File: src/hdl/frkv_pkg.sv
package frkv_pkg;

  localparam int ENTRIES_DEFAULT = 4;
  localparam int OCC_W           = 3;

  localparam logic KIND_GET = 1'b0;
  localparam logic KIND_PUT = 1'b1;

  typedef struct packed {
    logic               kind;
    logic signed [31:0] key;
    logic signed [31:0] value;
  } req_t;

  typedef struct packed {
    logic               hit;
    logic signed [31:0] read_value;
    logic               evicted;
    logic signed [31:0] evicted_key;
    logic [OCC_W-1:0]   occupancy;
  } rsp_t;

  // controller -> datapath
  typedef struct packed {
    logic load;
    logic scan;
    logic commit;
  } cmd_t;

  // datapath -> controller
  typedef struct packed {
    logic scan_done;
    logic out_free;
  } sts_t;

endpackage

File: src/hdl/frkv_ctrl.sv
module frkv_ctrl (
  input  logic           clk,
  input  logic           rst,
  input  logic           req_valid,
  output logic           req_stall,
  input  frkv_pkg::sts_t sts,
  output frkv_pkg::cmd_t cmd
);
  import frkv_pkg::*;

  typedef enum logic [2:0] {
    S_IDLE = 3'b001,
    S_SCAN = 3'b010,
    S_DONE = 3'b100
  } state_t;

  state_t state;
  state_t state_next;

  always_ff @(posedge clk) begin
    if (rst) begin
      state <= S_IDLE;
    end else begin
      state <= state_next;
    end
  end

  always_comb begin
    state_next = state;
    cmd        = '0;
    req_stall  = 1'b1;
    case (state)
      S_IDLE: begin
        req_stall = 1'b0;
        if (req_valid) begin
          cmd.load   = 1'b1;
          state_next = S_SCAN;
        end
      end
      S_SCAN: begin
        cmd.scan = 1'b1;
        if (sts.scan_done) begin
          state_next = S_DONE;
        end
      end
      S_DONE: begin
        if (sts.out_free) begin
          cmd.commit = 1'b1;
          state_next = S_IDLE;
        end
      end
      default: begin
        state_next = S_IDLE;
      end
    endcase
  end

`ifndef SYNTHESIS
  a_scan_follows_load: assert property (@(posedge clk) disable iff (rst)
    cmd.load |=> state == S_SCAN)
    else $error("scan did not follow request load");

  a_commit_needs_room: assert property (@(posedge clk) disable iff (rst)
    cmd.commit |-> sts.out_free)
    else $error("commit while result register held");

  a_done_after_scan: assert property (@(posedge clk) disable iff (rst)
    (state == S_DONE) && !$past(state == S_DONE) |-> $past(sts.scan_done))
    else $error("entered done without finished scan");
`endif

endmodule

File: src/hdl/frkv_dpath.sv
module frkv_dpath #(
  parameter int ENTRIES = frkv_pkg::ENTRIES_DEFAULT
) (
  input  logic           clk,
  input  logic           rst,
  input  frkv_pkg::req_t req,
  input  frkv_pkg::cmd_t cmd,
  output frkv_pkg::sts_t sts,
  output logic           rsp_valid,
  input  logic           rsp_stall,
  output frkv_pkg::rsp_t rsp
);
  import frkv_pkg::*;

  localparam int PW = (ENTRIES > 1) ? $clog2(ENTRIES) : 1;
  localparam int CW = $clog2(ENTRIES + 1);
  localparam int SW = $clog2(2 * ENTRIES);

  // storage, oldest entry at head
  logic signed [31:0] key_mem [ENTRIES];
  logic signed [31:0] val_mem [ENTRIES];
  logic signed [31:0] key_q;
  logic signed [31:0] val_q;

  logic [PW-1:0] head;
  logic [CW-1:0] count;

  req_t               req_q;
  logic [PW-1:0]      ptr;
  logic [CW-1:0]      iss;
  logic               rd_vld;
  logic [PW-1:0]      rd_addr;
  logic               first;
  logic               hit_f;
  logic [PW-1:0]      hit_slot;
  logic signed [31:0] hit_val;
  logic signed [31:0] old_key;

  logic               rd_issue;
  logic [PW-1:0]      ptr_inc;
  logic [PW-1:0]      head_inc;
  logic [SW-1:0]      tail_sum;
  logic [PW-1:0]      tail;
  logic               full;
  logic               is_put;
  logic               do_evict;
  logic               do_append;
  logic               wr_en;
  logic [PW-1:0]      wr_addr;
  logic [CW-1:0]      count_next;
  rsp_t               rsp_next;

  assign rd_issue = cmd.scan && (iss != count);
  assign ptr_inc  = (ptr == PW'(ENTRIES - 1)) ? '0 : ptr + 1'b1;
  assign head_inc = (head == PW'(ENTRIES - 1)) ? '0 : head + 1'b1;
  assign tail_sum = SW'(head) + SW'(count);
  assign tail     = (tail_sum >= SW'(ENTRIES)) ? PW'(tail_sum - SW'(ENTRIES)) : PW'(tail_sum);
  assign full     = (count == CW'(ENTRIES));

  assign is_put    = (req_q.kind == KIND_PUT);
  assign do_evict  = is_put && !hit_f && full;
  assign do_append = is_put && !hit_f && !full;
  assign wr_en     = cmd.commit && is_put;
  assign wr_addr   = hit_f ? hit_slot : tail;
  assign count_next = do_append ? count + 1'b1 : count;

  assign sts.scan_done = (iss == count) && !rd_vld;
  assign sts.out_free  = !rsp_valid || !rsp_stall;

  always_comb begin
    rsp_next.hit         = hit_f;
    rsp_next.read_value  = (!is_put && hit_f) ? hit_val : '0;
    rsp_next.evicted     = do_evict;
    rsp_next.evicted_key = do_evict ? old_key : '0;
    rsp_next.occupancy   = OCC_W'(count_next);
  end

  always_ff @(posedge clk) begin
    if (rd_issue) begin
      key_q <= key_mem[ptr];
      val_q <= val_mem[ptr];
    end
    if (wr_en) begin
      key_mem[wr_addr] <= req_q.key;
      val_mem[wr_addr] <= req_q.value;
    end
  end

  // scan control and occupancy
  always_ff @(posedge clk) begin
    if (rst) begin
      head   <= '0;
      count  <= '0;
      iss    <= '0;
      rd_vld <= 1'b0;
      first  <= 1'b0;
      hit_f  <= 1'b0;
      ptr    <= '0;
    end else begin
      if (cmd.load) begin
        ptr    <= head;
        iss    <= '0;
        rd_vld <= 1'b0;
        first  <= 1'b1;
        hit_f  <= 1'b0;
      end else if (cmd.scan) begin
        rd_vld <= rd_issue;
        if (rd_issue) begin
          ptr <= ptr_inc;
          iss <= iss + 1'b1;
        end
        if (rd_vld) begin
          first <= 1'b0;
          if (key_q == req_q.key) begin
            hit_f <= 1'b1;
          end
        end
      end
      if (cmd.commit) begin
        count <= count_next;
        if (do_evict) begin
          head <= head_inc;
        end
      end
    end
  end

  always_ff @(posedge clk) begin
    if (cmd.load) begin
      req_q <= req;
    end
    if (rd_issue) begin
      rd_addr <= ptr;
    end
    if (cmd.scan && rd_vld) begin
      if (first) begin
        old_key <= key_q;
      end
      if (key_q == req_q.key) begin
        hit_slot <= rd_addr;
        hit_val  <= val_q;
      end
    end
  end

  // result register
  always_ff @(posedge clk) begin
    if (rst) begin
      rsp_valid <= 1'b0;
    end else if (cmd.commit) begin
      rsp_valid <= 1'b1;
    end else if (!rsp_stall) begin
      rsp_valid <= 1'b0;
    end
  end

  always_ff @(posedge clk) begin
    if (cmd.commit) begin
      rsp <= rsp_next;
    end
  end

`ifndef SYNTHESIS
  a_count_bound: assert property (@(posedge clk) disable iff (rst)
    count <= CW'(ENTRIES))
    else $error("occupancy beyond capacity");

  a_head_bound: assert property (@(posedge clk) disable iff (rst)
    head <= PW'(ENTRIES - 1))
    else $error("head pointer out of range");

  a_count_only_on_commit: assert property (@(posedge clk) disable iff (rst)
    !cmd.commit |=> $stable(count) && $stable(head))
    else $error("store order changed outside commit");

  a_commit_presents: assert property (@(posedge clk) disable iff (rst)
    cmd.commit |=> rsp_valid)
    else $error("committed result not presented");
`endif

endmodule

File: src/hdl/fifo_replacement_kv_cache.sv
// Fully associative key/value store of ENTRIES entries with first-in-first-out
// replacement. Each request is a get (kind 0) or a put (kind 1) and yields exactly
// one result. A get reports hit and the stored value (zero on a miss). A put on a
// present key rewrites its value in place without touching the age order; a put on
// an absent key appends the entry as the youngest, first evicting the oldest one
// when full, whose key is then reported. Occupancy is the entry count after the
// request. A request is taken, then the keys, which live in a single-read-port
// memory, are swept one entry per cycle from the oldest; the registered read of
// the last entry is compared, the sweep end is seen, and the result is committed.
// On an empty store there is no read to wait for. The commit also waits for as
// long as the previous result sits stalled in the result register. Only one
// request is in flight; a finished result waits in its own register, so the next
// request is taken and swept while the previous result is still stalled.
module fifo_replacement_kv_cache #(
  parameter int ENTRIES = frkv_pkg::ENTRIES_DEFAULT
) (
  input  logic           clk,
  input  logic           rst,
  // request channel
  input  logic           req_valid,
  output logic           req_stall,
  input  frkv_pkg::req_t req,
  // result channel
  output logic           rsp_valid,
  input  logic           rsp_stall,
  output frkv_pkg::rsp_t rsp
);
  import frkv_pkg::*;

  cmd_t cmd;
  sts_t sts;

  // sequencer: idle -> sweep -> commit
  frkv_ctrl u_ctrl (
    .clk       (clk),
    .rst       (rst),
    .req_valid (req_valid),
    .req_stall (req_stall),
    .sts       (sts),
    .cmd       (cmd)
  );

  // entry memory, age pointers, key compare and result register
  frkv_dpath #(
    .ENTRIES (ENTRIES)
  ) u_dpath (
    .clk       (clk),
    .rst       (rst),
    .req       (req),
    .cmd       (cmd),
    .sts       (sts),
    .rsp_valid (rsp_valid),
    .rsp_stall (rsp_stall),
    .rsp       (rsp)
  );

endmodule

File: config.mk
export PLATFORM = sky130hd
export DESIGN_NAME = fifo_replacement_kv_cache
export DESIGN_NICKNAME = d
export VERILOG_FILES = /design/src/hdl/frkv_pkg.sv /design/src/hdl/frkv_ctrl.sv /design/src/hdl/frkv_dpath.sv /design/src/hdl/fifo_replacement_kv_cache.sv
export SDC_FILE = /design/constraint.sdc
export NUM_CORES = 1
export LEC_CHECK = 0
export ABC_AREA = 1
export CORE_MARGIN = 2
export CORE_UTILIZATION = 40
export CTS_BUF_LIST = sky130_fd_sc_hd__clkbuf_4
export DETAILED_ROUTE_END_ITERATION = 10
export DONT_BUFFER_PORTS = 1
export PLACE_DENSITY_LB_ADDON = 0.1
export SETUP_SLACK_MARGIN = 0.3
export SKIP_LAST_GASP = 1
export SLEW_MARGIN = 20
export SYNTH_ARGS = -nofsm -noshare
export SYNTH_HDL_FRONTEND = slang
export SYNTH_SLANG_ARGS = --single-unit
File: constraint.sdc
create_clock -name clk -period 3.94 [get_ports clk]
set_input_delay 0.591 -clock clk [delete_from_list [all_inputs] [get_ports clk]]
set_output_delay 0.591 -clock clk [all_outputs]
set_load 0.01 [all_outputs]
After elaboration in Yosys (flattened, before gate mapping)
Memory sizes are Yosys's and may differ from the RTL's. A register that Yosys moved wholly into a read port is not among the register bits.
Cells that the tools add are included.
W data, S select, Z words.
- register bits after elaboration: 219
- RAM bits: 256
- input port bits: 69
- output and inout port bits: 71
- word-level logic and storage cells: 95
- memories kept: 2
- memories (memory ; depth ; bits a word ; read ports ; clocked after Yosys merged registers in ; write ports ; line ; RTL):
    u_dpath.key_mem ; 4 ; 32 ; 1 ; 1 ; 1 ; frkv_dpath.sv:20 ; logic signed [31:0] key_mem [ENTRIES];
    u_dpath.val_mem ; 4 ; 32 ; 1 ; 1 ; 1 ; frkv_dpath.sv:21 ; logic signed [31:0] val_mem [ENTRIES];
- add/subtract/negate cells: 6
- $lt $le $gt $ge: 1
- equal/unequal tests: 13
- multiplexer cells: 25
- reductions and logical operators: 27
- operators with widths (operator ; number):
    $eq A32 B32 Y1 ; 1
    $mux W2 ; 7
    $mux W1 ; 13
    $mux W3 ; 4
    $reduce_and A2 Y1 ; 6
    $pmux W3 S3 ; 1
    $logic_and A1 B1 Y1 ; 8
    $add A3 B1 Y3 const B ; 2
    $eq A3 B3 Y1 const B ; 2
    $logic_not A1 Y1 ; 6
    $ne A2 B2 Y1 const B ; 3
    $reduce_and A3 Y1 ; 2
    $reduce_bool A2 Y1 ; 3
    $add A2 B1 Y2 const B ; 2
    $eq A2 B2 Y1 const B ; 2
    $add A2 B3 Y3 ; 1
    $eq A3 B1 Y1 const B ; 1
    $eq A3 B2 Y1 const B ; 1
    $eq A3 B3 Y1 ; 1
    $ge A3 B3 Y1 const B ; 1
    $ne A3 B3 Y1 ; 1
    $ne A2 B1 Y1 const B ; 1
    $reduce_or A2 Y1 ; 1
    $sub A2 B1 Y2 const B ; 1
    $logic_or A1 B1 Y1 ; 1

Longest topological paths before layout
- depth after elaboration: 7
- mapped depth: 9
- mapped depth without buffers: 9

Cells and area by module
From an unflattened synthesis, not the netlist that was laid out.
- cell total of the unflattened synthesis: 1345
- area, all modules: 19688.9 sq um
- by module, submodules not included (module ; times used ; cells an instance ; area an instance (sq um) ; seq. area each (sq um)):
    frkv_dpath ; 1 ; 1316 ; 19496.2 ; 15955.3
    frkv_ctrl ; 1 ; 29 ; 192.7 ; 60.1

Worst setup path before layout
OpenSTA, ideal clock, no wires.
- path type: register to register
- from: register u_dpath.count[0]
- to: memory u_dpath.key_mem[2][0], enable pin
- arrival time: 3754 ps
- path slack: -300 ps
- stages on the path, launching flop included: 8
- clock period less this slack: 4240 ps
- cells stage by stage: dfxtp_1 ha_1 xor2_1 a21oi_1 o21ai_0 o21ai_0 inv_1 nor2_1
- cells in the longest elaborated chain, start to end: 4
- elaborated cells on any way between the ends: 5
- RTL lines (element ; line ; RTL):
    start, declared ; frkv_dpath.sv:26 ; logic [CW-1:0] count;
    start signal, assigned ; frkv_dpath.sv:120 ; count <= count_next;
    $add A2 B3 Y3 * ; frkv_dpath.sv:56 ; assign tail_sum = SW'(head) + SW'(count);
    $ge A3 B3 Y1 / $sub A2 B1 Y2 (equally long branches) ; frkv_dpath.sv:57 ; assign tail = (tail_sum >= SW'(ENTRIES)) ? PW'(tail_sum - SW'(ENTRIES)) : PW'(tail_sum);
    $mux W2 * ; frkv_dpath.sv:57 ;
    $mux W2 * ; frkv_dpath.sv:64 ; assign wr_addr = hit_f ? hit_slot : tail;
    end, declared ; frkv_dpath.sv:20 ;
Mark *: on every way between the ends. The rest lies on a longest branch, timed or not.

Worst setup path in the final report
- from: register u_dpath.count[0]
- to: memory u_dpath.val_mem[1][3], enable pin
- cells in the longest elaborated chain, start to end: 4
- elaborated cells on any way between the ends: 5
- RTL lines (element ; line):
    $add A2 B3 Y3 * ; frkv_dpath.sv:56
    $ge A3 B3 Y1 / $sub A2 B1 Y2 (equally long branches) ; frkv_dpath.sv:57
    $mux W2 * ; frkv_dpath.sv:57
    $mux W2 * ; frkv_dpath.sv:64
    end, declared ; frkv_dpath.sv:21
Marks and branches as above.

==> run metrics <==
vias in the first global route=10.9k; Max stage delay on crit path=0.58 ns; crit-path max FO=50; Worst setup SP type=register; maximum clock rate=about 390 MHz; Max-Cap Viols=0; initial antenna violation count=4; source of the critical timing path=u_dpath.count[0]$_SDFFE_PP0P_; commonest non-fill, non-tap cell in the layout=edfxtp_1; post-cts sizing count=0; # clock sinks=539; via count=approximately 11k; share of post-route cells with drive strength above 1=0.170; switching share of total power=0.216; Total GRT Usage=0.173; Final Setup Violations=0; status=completed; post-route insts no fill=about 2.3k; unrepaired setup endpoints after global routing=false; Hold Buf Count CTS=approximately 70; largest net degree at the start of global routing=73; DRC violations left=0; placed cell count=between 1.5k and 2k; Final Max Tran Viols=0; Int Power=~9.2 mW; Seq pwr share=0.551; synth warn=0; CTS tree=built; I/O Buffers=0; RR Endpoint=u_dpath.val_mem[1][3]$_DFFE_PP_; Mean Syn Cell Area=about 15 µm²; first-iteration detailed-routing DRC count=approximately 710; Leak=between 8 and 9 nW; clock-pin slew on the worst setup and hold paths=around 0.07 ns; worst min path class=input port to register; Min-Delay Startpoint=req[6]; synthesized cell area=19,700 µm²; row count=about 80; top-area cell type share of the netlist area=0.796; worst-margin pin slew=around 1.1 ns; endpoints failing hold=0; Ports=between 100 and 150; Worst R2R Start=u_dpath.count[0]$_SDFFE_PP0P_; Worst EP required=4.52 ns; H-Tree Depth=4; die outline height=between 200 and 250 µm; sequential element share of the synthesized area=0.813; Worst slew margin=0.282; Clock Skew=0.0416 ns; crit-path most repeated cell=o21ai_0; cell taking the most area after synthesis=edfxtp_1; Reg2Reg Setup Slack=roughly 1.4 ns; initial core utilization=0.404; die area=about 51,000 µm²; Mapped Nets=roughly 1.4k; PD cells=slightly above 500 nW/µm²; Worst path slowest cell=nor2_4; Bufs on Longest Clock Path=3; Peak VDD IR=around 0.26 mV; synth-to-layout area growth=17.0%; synth unique cells=35; ANT nets after route=0; first drt pass iteration count=5; worst setup path end=u_dpath.val_mem[1][3]$_DFFE_PP_; Crit. End Element=register; most frequent cells in the layout=edfxtp_1, nor2_1, clkbuf_4; placed cell area=20,600 µm²; Seq cells post-synth=539; CP arrival=between 3 and 4 ns; cell count after synthesis=between 1k and 1.5k; Crit Path Category=register to register; WL final=roughly 43,000 µm; # Post-CTS Setup Buffers=0; P_sw=around 2.5 mW; CTS Root Buffer Type=clkbuf_4; Gate power share=0.032; GR Overflow Total=0; final core occ=0.473; via/cell ratio=4.76; core footprint=approximately 50,000 µm²; cell area after layout=between 20,000 and 25,000 µm²; hold path cells=1; period utilization=0.656; clk_lat worst skew=roughly 0.94 ns; first-pass GRT wire length=roughly 64,000 µm; Final min period=~2.6 ns; Clk network pwr share=0.417; DP HPWL=~24,000 µm; Die X=~230 µm; Layout Nets=~1.6k; synth top area cells=edfxtp_1, nor2_1, o21ai_0; wire per inst=roughly 19 µm; critical path cell sequence=ha_1 > xor2_1 > a21oi_1 > o21ai_0 > o21ai_0 > nor2_4 > buf_12; CTS buffer count=between 100 and 150; reg2reg path depth=7; gpl congestion=0.770
## cell families after synthesis
family / count (synthesis) / share of synthesized area
buffers and inverters: 177 / 0.0384
flip-flops: 539 / 0.813
AND/OR/NAND/NOR: 343 / 0.0704
adder cells (fa/ha/maj): 6 / 0.00381
AO/OA/AOI/OAI: 232 / 0.0636
XOR/XNOR: 24 / 0.0107
## state kept, by name, indices dropped and copies added, names as in the netlist, 2 cells and up
name              flops
u_dpath.key_mem     128
u_dpath.val_mem     128
u_dpath.rsp          69
u_dpath.req_q        64
u_dpath.hit_val      32
u_dpath.key_q        32
u_dpath.old_key      32
u_dpath.val_q        32
u_ctrl.state          3
u_dpath.count         3
u_dpath.iss           3
u_dpath.head          2
u_dpath.hit_slot      2
u_dpath.ptr           2
u_dpath.rd_addr       2
## worst max-delay path: cells and delay by family (launching register included)
family	cells	cell delay (ns)
AND/OR/NAND/NOR	1	0.58
XOR/XNOR	1	0.19
buffers and inverters	1	0.39
AO/OA/AOI/OAI	3	0.43
flip-flops	1	0.42
adder cells (fa/ha/maj)	1	0.19
## layout make-up
cell class / count / area, µm²
Antenna cell: 1 / 2.50
Timing Repair Buffer: 89 / 941
Fill cell: 4316 / 25700
Tap cell: 664 / 831
Inverter: 129 / 489
Multi-Input combinational cell: 605 / 2970
Clock buffer: 209 / 1570
Clock inverter: 31 / 231
Sequential cell: 539 / 16000
## power by group through the flow
stage	sequential, mW	combinational [mW]	clock [mW]
after global routing	6.45	0.419	5.36
final	6.45	0.373	4.87
after CTS	6.45	0.381	5.07
after global placement	6.57	0.318	0
after floorplan	6.53	0.248	0
after detailed placement	6.57	0.320	0
## Yosys cell counts, drive strengths merged
master    n
nor3b     3
nor2    235
nand3     9
o21a      1
xnor2    11
edfxtp  522
o21ai   150
inv     129
ha        6
clkbuf   24
a21oi    16
xor2     13
nand4     5
o22ai    65
nand2    78
nand3b    1
nand2b    1
nor3      6
or2       4
dfxtp    17
buf      24
nor4      1
## worst min path at each step
| stage | end | slack (ns) |
|---|---|---|
| 4_1_cts | u_dpath.req_q[9]$_DFFE_PP_ | 0.13 |
| 3_5_place_dp | u_dpath.hit_val[16]$_DFFE_PP_ | 0.41 |
| 2_1_floorplan | u_dpath.hit_slot[0]$_DFFE_PP_ | 0.40 |
| 6_report | u_dpath.req_q[6]$_DFFE_PP_ | 0.28 |
| 5_1_grt | u_dpath.req_q[28]$_DFFE_PP_ | 0.17 |
| 3_3_place_gp | u_dpath.hit_val[11]$_DFFE_PP_ | 0.40 |
## stage by stage
step	setup WS, ns	total power, mW	hold WS, ns	TNS [ns]
global placement	1.35	6.89	0.401	0
detailed placement	1.34	6.89	0.405	0
floorplan	-0.300	6.78	0.400	-66.94
finish	1.36	11.7	0.284	0
CTS	1.34	11.9	0.131	0
global route	1.15	12.2	0.166	0
## routing by layer
layer	vias to the layer above	wire, µm	track usage
li1	5181	-	-
met1	5257	18900	0.218
met2	261	20400	0.274
met3	80	2360	0.0583
met4	6	841	0.0707
met5	-	41	0
(Power assumes the default switching activity.)
